===== src/s20_pkg.sv =====
// Shared types, constants and helper functions for the Salsa20 core block.
// No dependencies; every other file in src uses this package.
`timescale 1ns / 1ps

package s20_pkg;

  typedef logic [31:0] word_t;
  typedef logic [15:0][31:0] matrix_t;

  localparam int WORDS = 16;
  localparam int CFG_IDX_W = 3;
  localparam int NUM_REGS = 6;

  // Configuration register indexes.
  localparam logic [CFG_IDX_W-1:0] REG_KEY_0_7    = 3'd0;
  localparam logic [CFG_IDX_W-1:0] REG_KEY_8_15   = 3'd1;
  localparam logic [CFG_IDX_W-1:0] REG_KEY_16_23  = 3'd2;
  localparam logic [CFG_IDX_W-1:0] REG_KEY_24_31  = 3'd3;
  localparam logic [CFG_IDX_W-1:0] REG_SIGMA_0_7  = 3'd4;
  localparam logic [CFG_IDX_W-1:0] REG_SIGMA_8_15 = 3'd5;

  // Word indexes a, b, c, d of the four column and the four row quarter-rounds.
  localparam logic [3:0] QR_IDX [8][4] = '{
    '{4'd0,  4'd4,  4'd8,  4'd12}, '{4'd5,  4'd9,  4'd13, 4'd1},
    '{4'd10, 4'd14, 4'd2,  4'd6},  '{4'd15, 4'd3,  4'd7,  4'd11},
    '{4'd0,  4'd1,  4'd2,  4'd3},  '{4'd5,  4'd6,  4'd7,  4'd4},
    '{4'd10, 4'd11, 4'd8,  4'd9},  '{4'd15, 4'd12, 4'd13, 4'd14}
  };

  // Left rotation used by each of the four steps of a quarter-round.
  localparam logic [4:0] ROT_AMT [4] = '{5'd7, 5'd9, 5'd13, 5'd18};

  // Key and constant registers as they leave the configuration block.
  typedef struct packed {
    logic [63:0] key_0_7;
    logic [63:0] key_8_15;
    logic [63:0] key_16_23;
    logic [63:0] key_24_31;
    logic [63:0] sigma_0_7;
    logic [63:0] sigma_8_15;
  } key_cfg_t;

  function automatic word_t rotl(word_t v, logic [4:0] n);
    return (v << n) | (v >> (6'd32 - {1'b0, n}));
  endfunction

  // Word index used by quarter-round q of a half round at position pos.
  function automatic logic [3:0] qr_word(int half_row, int q, int pos);
    return QR_IDX[3'(half_row * 4 + q)][2'(pos % 4)];
  endfunction

  function automatic matrix_t init_matrix(key_cfg_t k, logic [63:0] n_lo,
                                          logic [63:0] n_hi);
    matrix_t m;
    m[0]  = k.sigma_0_7[31:0];
    m[1]  = k.key_0_7[31:0];
    m[2]  = k.key_0_7[63:32];
    m[3]  = k.key_8_15[31:0];
    m[4]  = k.key_8_15[63:32];
    m[5]  = k.sigma_0_7[63:32];
    m[6]  = n_lo[31:0];
    m[7]  = n_lo[63:32];
    m[8]  = n_hi[31:0];
    m[9]  = n_hi[63:32];
    m[10] = k.sigma_8_15[31:0];
    m[11] = k.key_16_23[31:0];
    m[12] = k.key_16_23[63:32];
    m[13] = k.key_24_31[31:0];
    m[14] = k.key_24_31[63:32];
    m[15] = k.sigma_8_15[63:32];
    return m;
  endfunction

endpackage


===== src/s20_if.sv =====


interface s20_cfg_if;
  logic                          valid;
  logic                          ready;
  logic [s20_pkg::CFG_IDX_W-1:0] index;
  logic [63:0]                   data;

  modport source (output valid, index, data, input ready);
  modport sink (input valid, index, data, output ready);
endinterface


===== src/s20_cfg.sv =====
// Key and constant register file of the Salsa20 core block, written through
// the configuration channel. Depends on s20_pkg and s20_if.
`timescale 1ns / 1ps

module s20_cfg (
  input  logic                clk_i,
  input  logic                rst_ni,
  s20_cfg_if.sink             cfg_i,
  output s20_pkg::key_cfg_t   key_o
);

  s20_pkg::key_cfg_t key_q;

  assign cfg_i.ready = 1'b1;

  always_ff @(posedge clk_i or negedge rst_ni) begin
    if (!rst_ni) begin
      key_q <= '0;
    end else if (cfg_i.valid) begin
      // Writes to indexes past the last register are dropped.
      unique case (cfg_i.index)
        s20_pkg::REG_KEY_0_7:    key_q.key_0_7    <= cfg_i.data;
        s20_pkg::REG_KEY_8_15:   key_q.key_8_15   <= cfg_i.data;
        s20_pkg::REG_KEY_16_23:  key_q.key_16_23  <= cfg_i.data;
        s20_pkg::REG_KEY_24_31:  key_q.key_24_31  <= cfg_i.data;
        s20_pkg::REG_SIGMA_0_7:  key_q.sigma_0_7  <= cfg_i.data;
        s20_pkg::REG_SIGMA_8_15: key_q.sigma_8_15 <= cfg_i.data;
        default: ;
      endcase
    end
  end

  assign key_o = key_q;

endmodule


===== src/flat_wrapper.sv =====
// flat-port wrapper written by rule: the top's interface ports become plain ports
module s20_cfg_flat 
  (clk_i, rst_ni, key_o, cfg_i_valid, cfg_i_index, cfg_i_data, cfg_i_ready);
  s20_cfg_if cfg_i_i ();
  input  logic clk_i;
  input  logic rst_ni;
  output s20_pkg::key_cfg_t key_o;
  input wire logic [$bits(cfg_i_i.valid)-1:0] cfg_i_valid;
  input wire logic [$bits(cfg_i_i.index)-1:0] cfg_i_index;
  input wire logic [$bits(cfg_i_i.data)-1:0] cfg_i_data;
  output wire logic [$bits(cfg_i_i.ready)-1:0] cfg_i_ready;
  assign cfg_i_i.valid = cfg_i_valid;
  assign cfg_i_i.index = cfg_i_index;
  assign cfg_i_i.data = cfg_i_data;
  assign cfg_i_ready = cfg_i_i.ready;
  s20_cfg u_core (.clk_i(clk_i), .rst_ni(rst_ni), .cfg_i(cfg_i_i), .key_o(key_o));
endmodule

===== config.mk =====
export PLATFORM = sky130hd
export DESIGN_NAME = s20_cfg_flat
export DESIGN_NICKNAME = d
export VERILOG_FILES = /design/src/s20_pkg.sv /design/src/s20_if.sv /design/src/s20_cfg.sv /design/src/flat_wrapper.sv
export SDC_FILE = /design/constraint.sdc
export NUM_CORES = 1
export LEC_CHECK = 0
export BUFFER_PORTS_ARGS = -buffer_cell sky130_fd_sc_hd__buf_2
export CORE_AREA = 2 2 178 180
export DETAILED_ROUTE_END_ITERATION = 10
export DIE_AREA = 0 0 180 182
export PLACE_DENSITY = 0.74
export SKIP_LAST_GASP = 1
export SYNTH_ARGS = -nofsm -noshare
export SYNTH_HDL_FRONTEND = slang
export SYNTH_SLANG_ARGS = --single-unit

===== constraint.sdc =====
create_clock -name clk_i -period 1.87 [get_ports clk_i]
set_clock_uncertainty 0.2 [all_clocks]
set_input_delay 0.187 -clock clk_i [delete_from_list [all_inputs] [get_ports clk_i]]
set_output_delay 0.187 -clock clk_i [all_outputs]
set_load 0.01 [all_outputs]

---- Word level (Yosys, flattened, before mapping) ----
Cells that the tools add are included.
storage, ports and cells
  bits in registers ....................... 384
  bits of input ports ..................... 70
cells by class
  eq/ne operators ......................... 5
  reductions and logical operators ........ 7
operator list
  operator                                              number
  AND reduction 2 bit                                   6
  equality test 3 x 2 -> 1 bit (second input constant)  2
  equality test 3 bit (second input constant)           2
  equality test 3 x 1 -> 1 bit (second input constant)  1
  logical NOT 3 bit                                     1

---- Longest topological paths before layout ----
  word-level depth ........................ 2
  depth in mapped cells ................... 4
  mapped depth without buffers ............ 2

---- Worst setup path after synthesis ----
Ideal clock, no wire load.
  path kind ............................... in2reg
  from .................................... in cfg_i_index[1]
  to ...................................... reg u_core.key_q (netlist bit u_core.key_o[328])
  setup time .............................. 0.125 ns
  arrival time ............................ 1.139 ns
  setup slack ............................. 0.406 ns
  stages .................................. 4
  path buffers ............................ 2
  cell sequence ........................... nor4b_2 > buf_6 > buf_12 > mux2_2
on the way
  word-level cells in the longest chain between the ends .. 2
RTL lines
  item                           line               source
  from (decl)                    flat_wrapper.sv:9  input wire logic [$bits(cfg_i_i.index)-1:0] cfg_i_index;
  logical NOT 3 bit              s20_cfg.sv:21      unique case (cfg_i.index)
  AND reduction 2 bit (no line)  -
  to (decl)                      s20_cfg.sv:12      s20_pkg::key_cfg_t key_q;
No other way between the ends.
A chain may end at the register's enable or synchronous reset.

==> flow_summary.ini <==
[outcome]
status = completed

[synthesis]
synth_cells = 818
syn-num-nets = 888
yosysSeqAreaShare_pct = 63.17
synthTopCellsByArea = dfrtp_1 63%, mux2_4 18%, mux2_2 15%
post_synth_xor_area_fraction_pct = 0
syn_area_per_cell_um2 = 18.60
yosys_warnings = 0
synth_seq_cells = 384
synthMuxAreaShare_pct = 32.87
synth-compound-area-share_pct = 0
synthAdderAreaFrac_pct = 0
ys_types = 12
synthSimpleGateAreaFrac_pct = 0.4606
syn-cell-area_um2 = 15210
synth_top_area_share_pct = 63.17
yosys.area.top_type = dfrtp_1
synth_top_family_by_area = multiplexers

[power_and_ir_drop]
leakagePower_nw = 9.920
powerDensity_nw_per_um2 = 1252
peakVddDrop_uv = 896.1

[run]
maxCapViolCount = 0

[placement]
portBuffers = 453
place_worst_setup_slack_ps = -39.13
dpl.hpwl_um = 26560
placed_cell_area_um2 = 18180
place.gp.congestion = 0.7803

[timing]
hold_viol_final = 0
fin_crit_sh_pct = 89.32
tightest_slew_ps = 571.8
timing.final.setup_violations = 0
slew_headroom_pct = 61.68
maxSlewViolCount = 0
rsz0062_at_grt = no
fmax_mhz = 598.7
fin_ws_ps = 199.6
period_needed_ps = 1670

[floorplan]
fp.dieH_um = 182
core_um2 = 30990
die_w_um = 180
dieArea_um2 = 32760
rows = 65
start_util_pct = 49.09
io_pins = 455

[worst_setup_path]
worstPathRequired_ps = 2390
regToRegSetupSlack_ps = 850
crit_start = rst_ni
cp-start-kind = input pin
cp.arrival_ps = 2190
path_class = input pin to asynchronous set/reset pin
rr_startpoint = u_core.key_o[85]$_DFFE_PN0P_
ff2ff_path_depth = 1
crit_path_end_kind = asynchronous set/reset pin
r2r_end = u_core.key_o[85]$_DFFE_PN0P_
critPathMaxFanout = 43

[cells_and_area]
ff_latch_area_um2 = 9609
fill_cells = 2193
layout_commonest_cell = buf_2
post_route_cells_drive_above_1_share_pct = 67.42
final_area_um2 = 20170
mostFrequentLayoutCells = 452 x buf_2, 384 x dfrtp_1, 199 x mux2_2
synthToLayoutAreaGrowth_pct = 32.60
antenna_cells = 0
largest_reg_flops = 384
fin_nets = 1461
multi_input_area_um2 = 5094

[global_routing]
antenna_found_initial = 0
grt_pass1_wl_um = 60950
grt_pass1_vias = 9966
grt_start_max_net_pins = 44
track_usage_pct = 23.82
overflow = 0

[min_path]
hp-class = input pin to flip-flop
whs_path_depth = 4
hold_start = cfg_i_index[1]
holdPathEnd = u_core.key_o[327]$_DFFE_PN0P_

[clock_network]
post_cts_buffers = 0
clkSinkCount = 384
htreeDepth = 2
clk_latency_ps = 510
cts_tree = yes
clk_path_buf_depth = 3
cts_buffers = 41
clk_pin_slew_ps = 60
cts_root_buf = clkbuf_16

[routing]
avgRoutedWirePerCell_um = 21.53
first_pass_iters = 4
avgViaCountPerCell = 5.061
antenna_left = 0
first_iter_violations = 352
vias = 9211
remaining_drc_errors = 0
wl_um = 39190
report_power, final:
part / leakage (nW) / switching [mW] / total, mW / internal, mW
sequential: 4.61 / 1.04 / 11.2 / 10.2
combinational: 4.65 / 2.83 / 6.12 / 3.29
clock: 0.665 / 3.19 / 7.93 / 4.75
total: 9.92 / 7.06 / 25.2 / 18.2
metrics by stage:
step                      setup TNS (ps)  utilization (%)  power (mW)  hold slack (ps)  std cells
after floorplan                        0                -       14.31           -308.6        818
after global placement            -921.6            58.66       17.12           -65.22       1684
after detailed placement           -1327            58.66       17.32           -62.35       1684
after CTS                              0            65.09       25.46            61.01       1820
after global routing                   0            65.09       26.31            88.60       1820
final                                  0            65.09       25.25            76.46       1820
synthesized netlist by cell type, drive strengths merged:
library cell / number
mux2: 384
conb: 1
dfrtp: 384
nor4b: 1
and4bb: 3
nand4b: 2
buf: 43
repair_timing:
item                      in CTS  in global routing
hold endpoints to repair     731                  0
hold buffers                  66                  0
gates resized for setup        0                  0
critical path, stage by stage:
cell and delay (ps):
dlygate4sd3_1 520, dlygate4sd3_1 580, buf_8 360, buf_4 310
buf_4 210
cells by family (layout without fill, tap and decap cells):
| kind of cell | after synthesis | after routing |
|---|---|---|
| muxes | 384 | 384 |
| DFF | 384 | 384 |
| buffers and inverters | 43 | 643 |
| and+or+nand+nor | 6 | 6 |
| other | 1 | 1 |
cell type report:
type | count | area share, %
sequential | 384 | 47.64
timing repair buffer | 573 | 18.00
tap | 402 | 2.494
clock buffer | 60 | 6.185
clock inverter | 10 | 0.4218
multi-input combinational | 391 | 25.25
per-layer routing:
layer	global-route usage [%]	vias to the layer above	routed length, um
met4	10.50	0	1636
met1	29.18	4716	15320
li1	-	4038	-
met3	5.114	102	2265
met5	0	-	0
met2	40.80	355	19960
worst max-delay path by stage:
| stage | to | depth (start not counted) |
|---|---|---|
| after CTS | u_core.key_o[256]$_DFFE_PN0P_ | 5 |
| after floorplan | u_core.key_o[328]$_DFFE_PN0P_ | 4 |
| final | u_core.key_o[256]$_DFFE_PN0P_ | 5 |
| after global placement | u_core.key_o[44]$_DFFE_PN0P_ | 4 |
| after detailed placement | u_core.key_o[4]$_DFFE_PN0P_ | 4 |
| after global routing | u_core.key_o[350]$_DFFE_PN0P_ | 5 |
No activity file was read; power rests on OpenSTA's default activity.
