<file path="src/s20_pkg.sv">
// Shared types, constants and helper functions for the Salsa20 core block.
// No dependencies; every other file in src uses this package.
`timescale 1ns / 1ps

package s20_pkg;

  typedef logic [31:0] word_t;
  typedef logic [15:0][31:0] matrix_t;

  localparam int WORDS = 16;
  localparam int CFG_IDX_W = 3;
  localparam int NUM_REGS = 6;

  // Configuration register indexes.
  localparam logic [CFG_IDX_W-1:0] REG_KEY_0_7    = 3'd0;
  localparam logic [CFG_IDX_W-1:0] REG_KEY_8_15   = 3'd1;
  localparam logic [CFG_IDX_W-1:0] REG_KEY_16_23  = 3'd2;
  localparam logic [CFG_IDX_W-1:0] REG_KEY_24_31  = 3'd3;
  localparam logic [CFG_IDX_W-1:0] REG_SIGMA_0_7  = 3'd4;
  localparam logic [CFG_IDX_W-1:0] REG_SIGMA_8_15 = 3'd5;

  // Word indexes a, b, c, d of the four column and the four row quarter-rounds.
  localparam logic [3:0] QR_IDX [8][4] = '{
    '{4'd0,  4'd4,  4'd8,  4'd12}, '{4'd5,  4'd9,  4'd13, 4'd1},
    '{4'd10, 4'd14, 4'd2,  4'd6},  '{4'd15, 4'd3,  4'd7,  4'd11},
    '{4'd0,  4'd1,  4'd2,  4'd3},  '{4'd5,  4'd6,  4'd7,  4'd4},
    '{4'd10, 4'd11, 4'd8,  4'd9},  '{4'd15, 4'd12, 4'd13, 4'd14}
  };

  // Left rotation used by each of the four steps of a quarter-round.
  localparam logic [4:0] ROT_AMT [4] = '{5'd7, 5'd9, 5'd13, 5'd18};

  // Key and constant registers as they leave the configuration block.
  typedef struct packed {
    logic [63:0] key_0_7;
    logic [63:0] key_8_15;
    logic [63:0] key_16_23;
    logic [63:0] key_24_31;
    logic [63:0] sigma_0_7;
    logic [63:0] sigma_8_15;
  } key_cfg_t;

  function automatic word_t rotl(word_t v, logic [4:0] n);
    return (v << n) | (v >> (6'd32 - {1'b0, n}));
  endfunction

  // Word index used by quarter-round q of a half round at position pos.
  function automatic logic [3:0] qr_word(int half_row, int q, int pos);
    return QR_IDX[3'(half_row * 4 + q)][2'(pos % 4)];
  endfunction

  function automatic matrix_t init_matrix(key_cfg_t k, logic [63:0] n_lo,
                                          logic [63:0] n_hi);
    matrix_t m;
    m[0]  = k.sigma_0_7[31:0];
    m[1]  = k.key_0_7[31:0];
    m[2]  = k.key_0_7[63:32];
    m[3]  = k.key_8_15[31:0];
    m[4]  = k.key_8_15[63:32];
    m[5]  = k.sigma_0_7[63:32];
    m[6]  = n_lo[31:0];
    m[7]  = n_lo[63:32];
    m[8]  = n_hi[31:0];
    m[9]  = n_hi[63:32];
    m[10] = k.sigma_8_15[31:0];
    m[11] = k.key_16_23[31:0];
    m[12] = k.key_16_23[63:32];
    m[13] = k.key_24_31[31:0];
    m[14] = k.key_24_31[63:32];
    m[15] = k.sigma_8_15[63:32];
    return m;
  endfunction

endpackage

</file>
<file path="src/s20_cell.sv">
// One pipeline cell: a single add-rotate-xor step of the four quarter-rounds
// of a column or row round. Depends on s20_pkg.
`timescale 1ns / 1ps

module s20_cell #(
  parameter int HALF_ROW = 0,
  parameter int STEP     = 0
) (
  input  logic             clk_i,
  input  logic             rst_ni,
  input  logic             en_i,
  input  logic             valid_i,
  input  s20_pkg::matrix_t m_i,
  input  logic [63:0]      nonce_low_i,
  input  logic [63:0]      nonce_high_i,
  output logic             valid_o,
  output s20_pkg::matrix_t m_o,
  output logic [63:0]      nonce_low_o,
  output logic [63:0]      nonce_high_o
);

  localparam logic [3:0] TGT [4] = '{
    s20_pkg::qr_word(HALF_ROW, 0, STEP + 1), s20_pkg::qr_word(HALF_ROW, 1, STEP + 1),
    s20_pkg::qr_word(HALF_ROW, 2, STEP + 1), s20_pkg::qr_word(HALF_ROW, 3, STEP + 1)
  };
  localparam logic [3:0] SRC_A [4] = '{
    s20_pkg::qr_word(HALF_ROW, 0, STEP), s20_pkg::qr_word(HALF_ROW, 1, STEP),
    s20_pkg::qr_word(HALF_ROW, 2, STEP), s20_pkg::qr_word(HALF_ROW, 3, STEP)
  };
  localparam logic [3:0] SRC_B [4] = '{
    s20_pkg::qr_word(HALF_ROW, 0, STEP + 3), s20_pkg::qr_word(HALF_ROW, 1, STEP + 3),
    s20_pkg::qr_word(HALF_ROW, 2, STEP + 3), s20_pkg::qr_word(HALF_ROW, 3, STEP + 3)
  };
  localparam logic [4:0] ROT = s20_pkg::ROT_AMT[2'(STEP)];

  logic             valid_q;
  s20_pkg::matrix_t m_d, m_q;
  logic [63:0]      nonce_low_q, nonce_high_q;

  // The four quarter-rounds of one half round touch disjoint words.
  always_comb begin
    m_d = m_i;
    for (int q = 0; q < 4; q++) begin
      m_d[TGT[2'(q)]] = m_i[TGT[2'(q)]] ^
                        s20_pkg::rotl(m_i[SRC_A[2'(q)]] + m_i[SRC_B[2'(q)]], ROT);
    end
  end

  always_ff @(posedge clk_i or negedge rst_ni) begin
    if (!rst_ni) begin
      valid_q <= 1'b0;
    end else if (en_i) begin
      valid_q <= valid_i;
    end
  end

  always_ff @(posedge clk_i) begin
    if (en_i) begin
      m_q          <= m_d;
      nonce_low_q  <= nonce_low_i;
      nonce_high_q <= nonce_high_i;
    end
  end

  assign valid_o      = valid_q;
  assign m_o          = m_q;
  assign nonce_low_o  = nonce_low_q;
  assign nonce_high_o = nonce_high_q;

endmodule

</file>
<file path="config.mk">
export PLATFORM = sky130hd
export DESIGN_NAME = s20_cell
export DESIGN_NICKNAME = d
export VERILOG_FILES = /design/src/s20_pkg.sv /design/src/s20_cell.sv
export SDC_FILE = /design/constraint.sdc
export NUM_CORES = 1
export LEC_CHECK = 0
export ABC_AREA = 1
export BUFFER_PORTS_ARGS = -buffer_cell sky130_fd_sc_hd__buf_2
export CORE_AREA = 2 2 501 503
export DETAILED_ROUTE_END_ITERATION = 8
export DIE_AREA = 0 0 503 505
export GPL_ROUTABILITY_DRIVEN = 0
export HOLD_SLACK_MARGIN = 0.08
export SYNTH_ARGS = -nofsm -noshare
export SYNTH_HDL_FRONTEND = slang
export SYNTH_SLANG_ARGS = --single-unit
</file>
<file path="constraint.sdc">
create_clock -name clk_i -period 0.8 [get_ports clk_i]
set_input_delay 0.08 -clock clk_i [delete_from_list [all_inputs] [get_ports clk_i]]
set_output_delay 0.08 -clock clk_i [all_outputs]
set_load 0.005 [all_outputs]
</file>
; ---- Word-level counts from Yosys, hierarchy flattened
; Index checks and enable logic that the tools add are counted.
[op_classes]
mux = 2
[op_table]
columns = cell, n
row1 = $bwmux 32, 2
[word_totals]
register_bits = 577

; ---- Depth between registers and ports, before layout
; Gate-level depths: netlist (run 1).
[depth]
depth_word = 2
ltp_mapped = 3
ltp_nobuf = 3

; ---- Worst setup path after synthesis (run 1)
; Ideal clock, no wire load.
[synth_path]
path_kind = register to register
startpoint = reg valid_o (netlist name)
endpoint = reg valid_q (netlist: valid_o)
path_stages_with_launch = 3
synth_period_minus_slack_ns = 0.581
n_path_buf = 0
arrival_time_ns = 0.465
setup_slack_ns = 0.219
path_cell_list = dfrtp_1 nand2_1 nand2_1
[synth_lines]
columns = element, line_no
row1 = to (signal assigned), s20_cell.sv:53  ; valid_q <= valid_i;
row2 = to (decl), s20_cell.sv:36  ; logic valid_q;

; ---- Worst setup path in the final report (run 1)
[layout_path]
startpoint = in en_i
endpoint = reg nonce_high_q[10] (netlist: nonce_high_o[10]), enable pin
[layout_lines]
columns = element, line_no
row1 = from (decl), s20_cell.sv:11  ; input logic en_i,
row2 = to (signal assigned), s20_cell.sv:61  ; nonce_high_q <= nonce_high_i;
row3 = to (decl), s20_cell.sv:38  ; logic [63:0] nonce_low_q, nonce_high_q;
; No word-level cell between the ends.

==> results of run 1 <==
final timing paths:
path                               endpoint  depth (start not counted)
max                        nonce_high_o[10]                          4
min                                m_o[469]                          3
max reg2reg                         valid_o                          2
min reg2reg                         valid_o                          2
max in group asynchronous           valid_o                          3
min in group asynchronous           valid_o                          3
critical path: stages:
cell	delay (ns)
sky130_fd_sc_hd__buf_8	0.10
sky130_fd_sc_hd__buf_12	0.11
sky130_fd_sc_hd__dlygate4sd3_1	1.02
sky130_fd_sc_hd__buf_12	0.41
layout make-up:
| class | count | area (sq um) |
|---|---|---|
| Sequential cell | 577 | 17300 |
| Tap cell | 3330 | 4170 |
| Antenna cell | 39 | 97.6 |
| Timing Repair Buffer | 2051 | 17200 |
| Fill cell | 27058 | 207000 |
| Multi-Input combinational cell | 67 | 251 |
| Clock buffer | 84 | 1910 |
| Clock inverter | 46 | 526 |
| Inverter | 1 | 3.75 |
stage by stage:
step           instances  hold slack [ns]  setup slack (ns)
6_report            6195         -0.00261            -0.736
5_1_grt             6177          -0.0581            -0.825
4_1_cts             6253          -0.0792            -0.892
3_5_place_dp        5172           -0.144            -0.368
3_3_place_gp        5172           -0.146            -0.332
2_1_floorplan        709           -0.216             0.219
logic make-up after synthesis:
group         share of synthesized area (%)
flops                                  97.2
buf+inv                                2.72
other cells                          0.0210
simple gates                         0.0632
synth_stat cells:
cell                         n  area, sq um
sky130_fd_sc_hd__buf_4      64          480
sky130_fd_sc_hd__dfrtp_1     1         25.0
sky130_fd_sc_hd__conb_1      1         3.75
sky130_fd_sc_hd__nand2_1     3         11.3
sky130_fd_sc_hd__edfxtp_1  576        17300
sky130_fd_sc_hd__inv_1       1         3.75
routing by layer:
layer | vias to the layer above | routed length (um)
met4 | 38 | 6670
met5 | - | 249
met3 | 357 | 41200
met1 | 7357 | 48200
li1 | 6756 | -
met2 | 1223 | 71600
power breakdown:
group	switching, mW	total (mW)	internal [mW]
sequential	1.27	37.3	36.0
combinational	6.72	13.8	7.09
clock	15.0	34.1	19.1
total	23.0	85.2	62.2
sequential cells by signal, indices dropped and copies added, names as in the netlist:
name          count
m_o             448
nonce_high_o     64
nonce_low_o      64
valid_o           1
what timing repair did:
action	in CTS	in global routing
gates resized for setup	656	62
endpoints found under the setup margin	577	1066
hold endpoints to repair	1020	230
hold buffers	951	17
==> run metrics, run 1 <==
Vias=15731; Crit path arrival time=1.88 ns; width of the die=503 um; antenna violations before repair=133; Hold/Removal Path Class=in2reg; Startpoint Class=input port; count of synthesis-stage warnings from yosys=0; type of the setup path with the least slack=in2reg; root buffer cell=sky130_fd_sc_hd__clkbuf_16; Starting DRT DRC Count=880; area growth from synthesis to final layout=133%; commonest cells after routing, fill and taps aside=812 x sky130_fd_sc_hd__buf_2, 811 x sky130_fd_sc_hd__dlygate4sd3_1, 576 x sky130_fd_sc_hd__edfxtp_1; area post-placement=28100 sq um; leading cell type in the layout, fill and taps excluded=sky130_fd_sc_hd__buf_2; number of distinct library cell variants in the gate-level netlist after synthesis=6; fraction of final layout cells with drive strength greater than 1=46.2%; CTS clk-pin slew, worst paths=0.06 ns; CTS max path bufs=3; number of H-tree branching levels=3; post-detailed-route wirelength per cell=27.1 um; number of clock sinks=577; global-route total usage across every layer=12.8%; met3 Track Usage GR=14.2%; mean post-synth cell area=27.6 sq um; clock tree from TritonCTS=done; Final Instance Area=41400 sq um; peak fanout along the critical path=88; clock period minus worst slack=1.54 ns; Rows=183; insertion delay of the later-clocked pin in the worst-skew pair=0.70 ns; Inserted Clock Buffers=74; met1 usage=10.4%; setup clock skew after layout=0 ns; status=finished with violations; number of routed nets with antenna violations=0; flip-flop and latch count after synthesis=577; input/output buffers=1156; combined area of all synthesized cells=17800 sq um; RSZ-0062 raised after global routing=true; Slew Viols, Final=0; final count of hold timing violations=2; global route hottest layer=met2; die extent in y=505 um; number of primary I/O pins=1285; first-pass GRT wire length=200 mm; half-perimeter wire length of the detailed placement result=144 mm; met2 track utilization from global routing=19.8%; routed vias/inst=2.54; Worst Tran Pin Value=0.719 ns; detailed-route wire length=168 mm; Lkg Pwr=16.6 nW; setup ws final=-0.736 ns; remaining global-route overflow=0; number of detailed-routing iterations run before antenna repair=4; worst vdd rail ir drop=0.00152 V; top achievable clock speed=0.651 GHz; floorplan core area=248000 sq um; Worst EP required=1.15 ns; total power density per cell area=2060 nW/um^2; final setup violation count=1117; max-capacitance violation count=0; total DRC errors in the routed layout=0; sequential cell area fraction in the yosys report=97.2%; worst hold start=en_i; launch instance of the worst register-to-register path=valid_o; vias in the first global route=17712; number of nets in the finished design=3416; maximum number of pins on one net before global-route repair=89; setup bufs post-CTS=0; overall die area=254000 sq um; Setup crit start=en_i; share of the clock period used by the worst path=192%; number of instances in the synthesized netlist=646; failing checks=hold timing, setup timing; hold_ws=-0.00261 ns; max_slew headroom=51.9%; starting density of the core=7.18%; final total negative setup slack=-483.73 ns; setup slack of the most critical reg-to-reg path=0.17 ns; endpoint class of the critical path=flip-flop; final core utilization=16.7%; post-layout power=85.2 mW
No activity file was read; power rests on OpenSTA's default activity.
==> inputs of run 2 (changes only) <==
--- a/config.mk
+++ b/config.mk
@@ -12,6 +12,7 @@
 export DIE_AREA = 0 0 503 505
 export GPL_ROUTABILITY_DRIVEN = 0
 export HOLD_SLACK_MARGIN = 0.08
+export REMOVE_ABC_BUFFERS = 1
 export SYNTH_ARGS = -nofsm -noshare
 export SYNTH_HDL_FRONTEND = slang
 export SYNTH_SLANG_ARGS = --single-unit
==> constraint.sdc (replaced) <==
create_clock -name clk_i -period 0.8 [get_ports clk_i]
set_input_delay 0.16 -clock clk_i [delete_from_list [all_inputs] [get_ports clk_i]]
set_output_delay 0.16 -clock clk_i [all_outputs]
set_load 0.005 [all_outputs]
==> run 2 against run 1 <==
Net effect: the flow still finishes with violations (hold timing, setup timing); critical path depth is 3 lower; sequential share of layout area is 1.9 points higher; sequential power hardly changed; via count is 4.6% lower; first-iteration DRC count is 29% lower; setup slack better by 0.044 ns; fmax is 2.9% higher; routed wire length is 9.2% higher; worst hold slack worse by 0.11 ns; total power is 9.3% higher; register-to-register slack worse by 0.08 ns; combinational power hardly changed; largest cell class unchanged; highest routed layer unchanged.
==> run metrics, run 2 (synthesized netlist as in run 1, its figures left out) <==
insertion delay of the later-clocked pin in the worst-skew pair=0.71 ns; area growth from synthesis to final layout=123%; total DRC errors in the routed layout=0; cell with the largest stage delay on the worst path=sky130_fd_sc_hd__edfxtp_1; starting density of the core=7.18%; number of detailed-routing iterations run before antenna repair=4; final setup violation count=620; maximum number of pins on one net before global-route repair=71; capturing element of the worst setup path=m_o[62]; width of the die=503 um; multi-input gate area in the final layout=251 sq um; top achievable clock speed=0.670 GHz; Worst Tran Pin Value=0.839 ns; Starting DRT DRC Count=623; half-perimeter wire length of the detailed placement result=163 mm; max_slew headroom=43.9%; global-route total usage across every layer=14.0%; Hold/Removal Path Class=in2reg; max-capacitance violation count=0; floorplan core area=248000 sq um; root buffer cell=sky130_fd_sc_hd__clkbuf_16; commonest cells after routing, fill and taps aside=760 x sky130_fd_sc_hd__buf_2, 585 x sky130_fd_sc_hd__dlygate4sd3_1, 576 x sky130_fd_sc_hd__edfxtp_1; number of clock sinks=577; final count of hold timing violations=25; clock period minus worst slack=1.49 ns; antenna violations before repair=173; post-detailed-route wirelength per cell=30.9 um; path length in cells of the critical path=1; slowest stage delay, CP=0.44 ns; non-filler instance count after layout=5935; failing checks=hold timing, setup timing; Rows=183; share of the clock period used by the worst path=187%; Startpoint Class=flip-flop; die extent in y=505 um; RSZ-0062 raised after global routing=true; worst flop-to-flop path endpoint=valid_o; Setup crit start=m_o[62]; Top Family by Delay on Critical Path=flip-flops; FILL cells=27306; number of H-tree branching levels=3; CTS clk-pin slew, worst paths=0.06 ns; Lkg Pwr=15.6 nW; endpoint class of the critical path=output port; area post-placement=28200 sq um; post-placement cell count=5167; total power density per cell area=2350 nW/um^2; flip-flop count of the largest register after layout=448; peak fanout along the critical path=1; first-pass GRT wire length=220 mm; register cell area after layout=17300 sq um; status=finished with violations; vias in the first global route=16697; overall die area=254000 sq um; detailed-route wire length=183 mm; Inserted Clock Buffers=87; Crit path arrival time=1.33 ns; number of nets in the finished design=3162; Final Instance Area=39700 sq um; launch instance of the worst register-to-register path=valid_o; fraction of final layout cells with drive strength greater than 1=51.7%; worst vdd rail ir drop=0.00249 V; remaining global-route overflow=0; post-layout power=93.2 mW; setup slack of the most critical reg-to-reg path=0.09 ns; CTS max path bufs=3; leading cell type in the layout, fill and taps excluded=sky130_fd_sc_hd__buf_2; Worst Path Buf+Inv=1; Slew Viols, Final=0; type of the setup path with the least slack=reg2out; r2r worst-path depth=3; number of routed nets with antenna violations=0; setup ws final=-0.692 ns; setup clock skew after layout=0 ns; hold_ws=-0.117 ns; Worst EP required=0.64 ns; clock tree from TritonCTS=done; number of primary I/O pins=1285; chain of cells forming the critical path=buf_12; routed vias/inst=2.53; input/output buffers=1156; Vias=15002
[run 2: cell types whose count changed in the layout (fill, tap and decap cells not counted), moves of 16 or more]
cell / previous run / this run
sky130_fd_sc_hd__dlygate4sd3_1: 811 / 585
sky130_fd_sc_hd__buf_6: 337 / 384
sky130_fd_sc_hd__buf_2: 812 / 760
sky130_fd_sc_hd__diode_2: 39 / 22
sky130_fd_sc_hd__clkbuf_16: 74 / 90
sky130_fd_sc_hd__dlymetal6s4s_1: 46 / 8
[run 2: report_power, final]
| part | internal (mW) | total, mW | switching (mW) |
|---|---|---|---|
| Combinational | 6.53 | 13.6 | 7.09 |
| Sequential | 36.0 | 37.0 | 1.01 |
| Clock | 25.7 | 42.5 | 16.8 |
| Total | 68.2 | 93.2 | 24.9 |
[run 2: repair_timing]
| item | in CTS | in global routing |
|---|---|---|
| hold buffers | 629 | 3 |
| gates resized for setup | 724 | 53 |
| endpoints found under the setup margin | 577 | 722 |
| setup buffers | 0 | 1 |
| hold endpoints to repair | 712 | 77 |
[run 2: through the flow]
stage,utilization [%],setup WS [ns],setup TNS [ns],hold slack [ns]
6_report,16.0,-0.692,-369.83,-0.117
3_3_place_gp,11.4,-0.364,-166.73,-0.0656
5_1_grt,16.0,-0.779,-412.19,-0.154
3_5_place_dp,11.4,-0.397,-175.16,-0.0611
2_1_floorplan,-,0.219,0,-0.136
4_1_cts,16.0,-0.803,-461.12,-0.200
[run 2: metal layers]
metal	wire length [um]	track usage, %	part of all wire, %
met3	38900	13.4	21
met1	59000	12.9	32
met2	80300	22.3	44
met5	304	0	0.17
met4	4930	2.75	2.7
[run 2: how the worst min path moves through the flow]
stage | to | from | depth (start not counted) | slack [ns]
after floorplan | valid_o | rst_ni | 0 | -0.14
after global placement | valid_o | rst_ni | 1 | -0.07
after detailed placement | valid_o | rst_ni | 1 | -0.06
after CTS | m_o[94] | en_i | 2 | -0.20
after global routing | m_o[463] | en_i | 2 | -0.15
final | m_o[94] | en_i | 2 | -0.12
[run 2: area by class of cell]
cell class	instances	area share, %
antenna	22	0.139
inverter	1	0.00946
clock buffer	93	5.70
multi-input combinational	67	0.634
clock inverter	61	2.03
timing repair buffer	1784	37.3
sequential	577	43.7
tap	3330	10.5
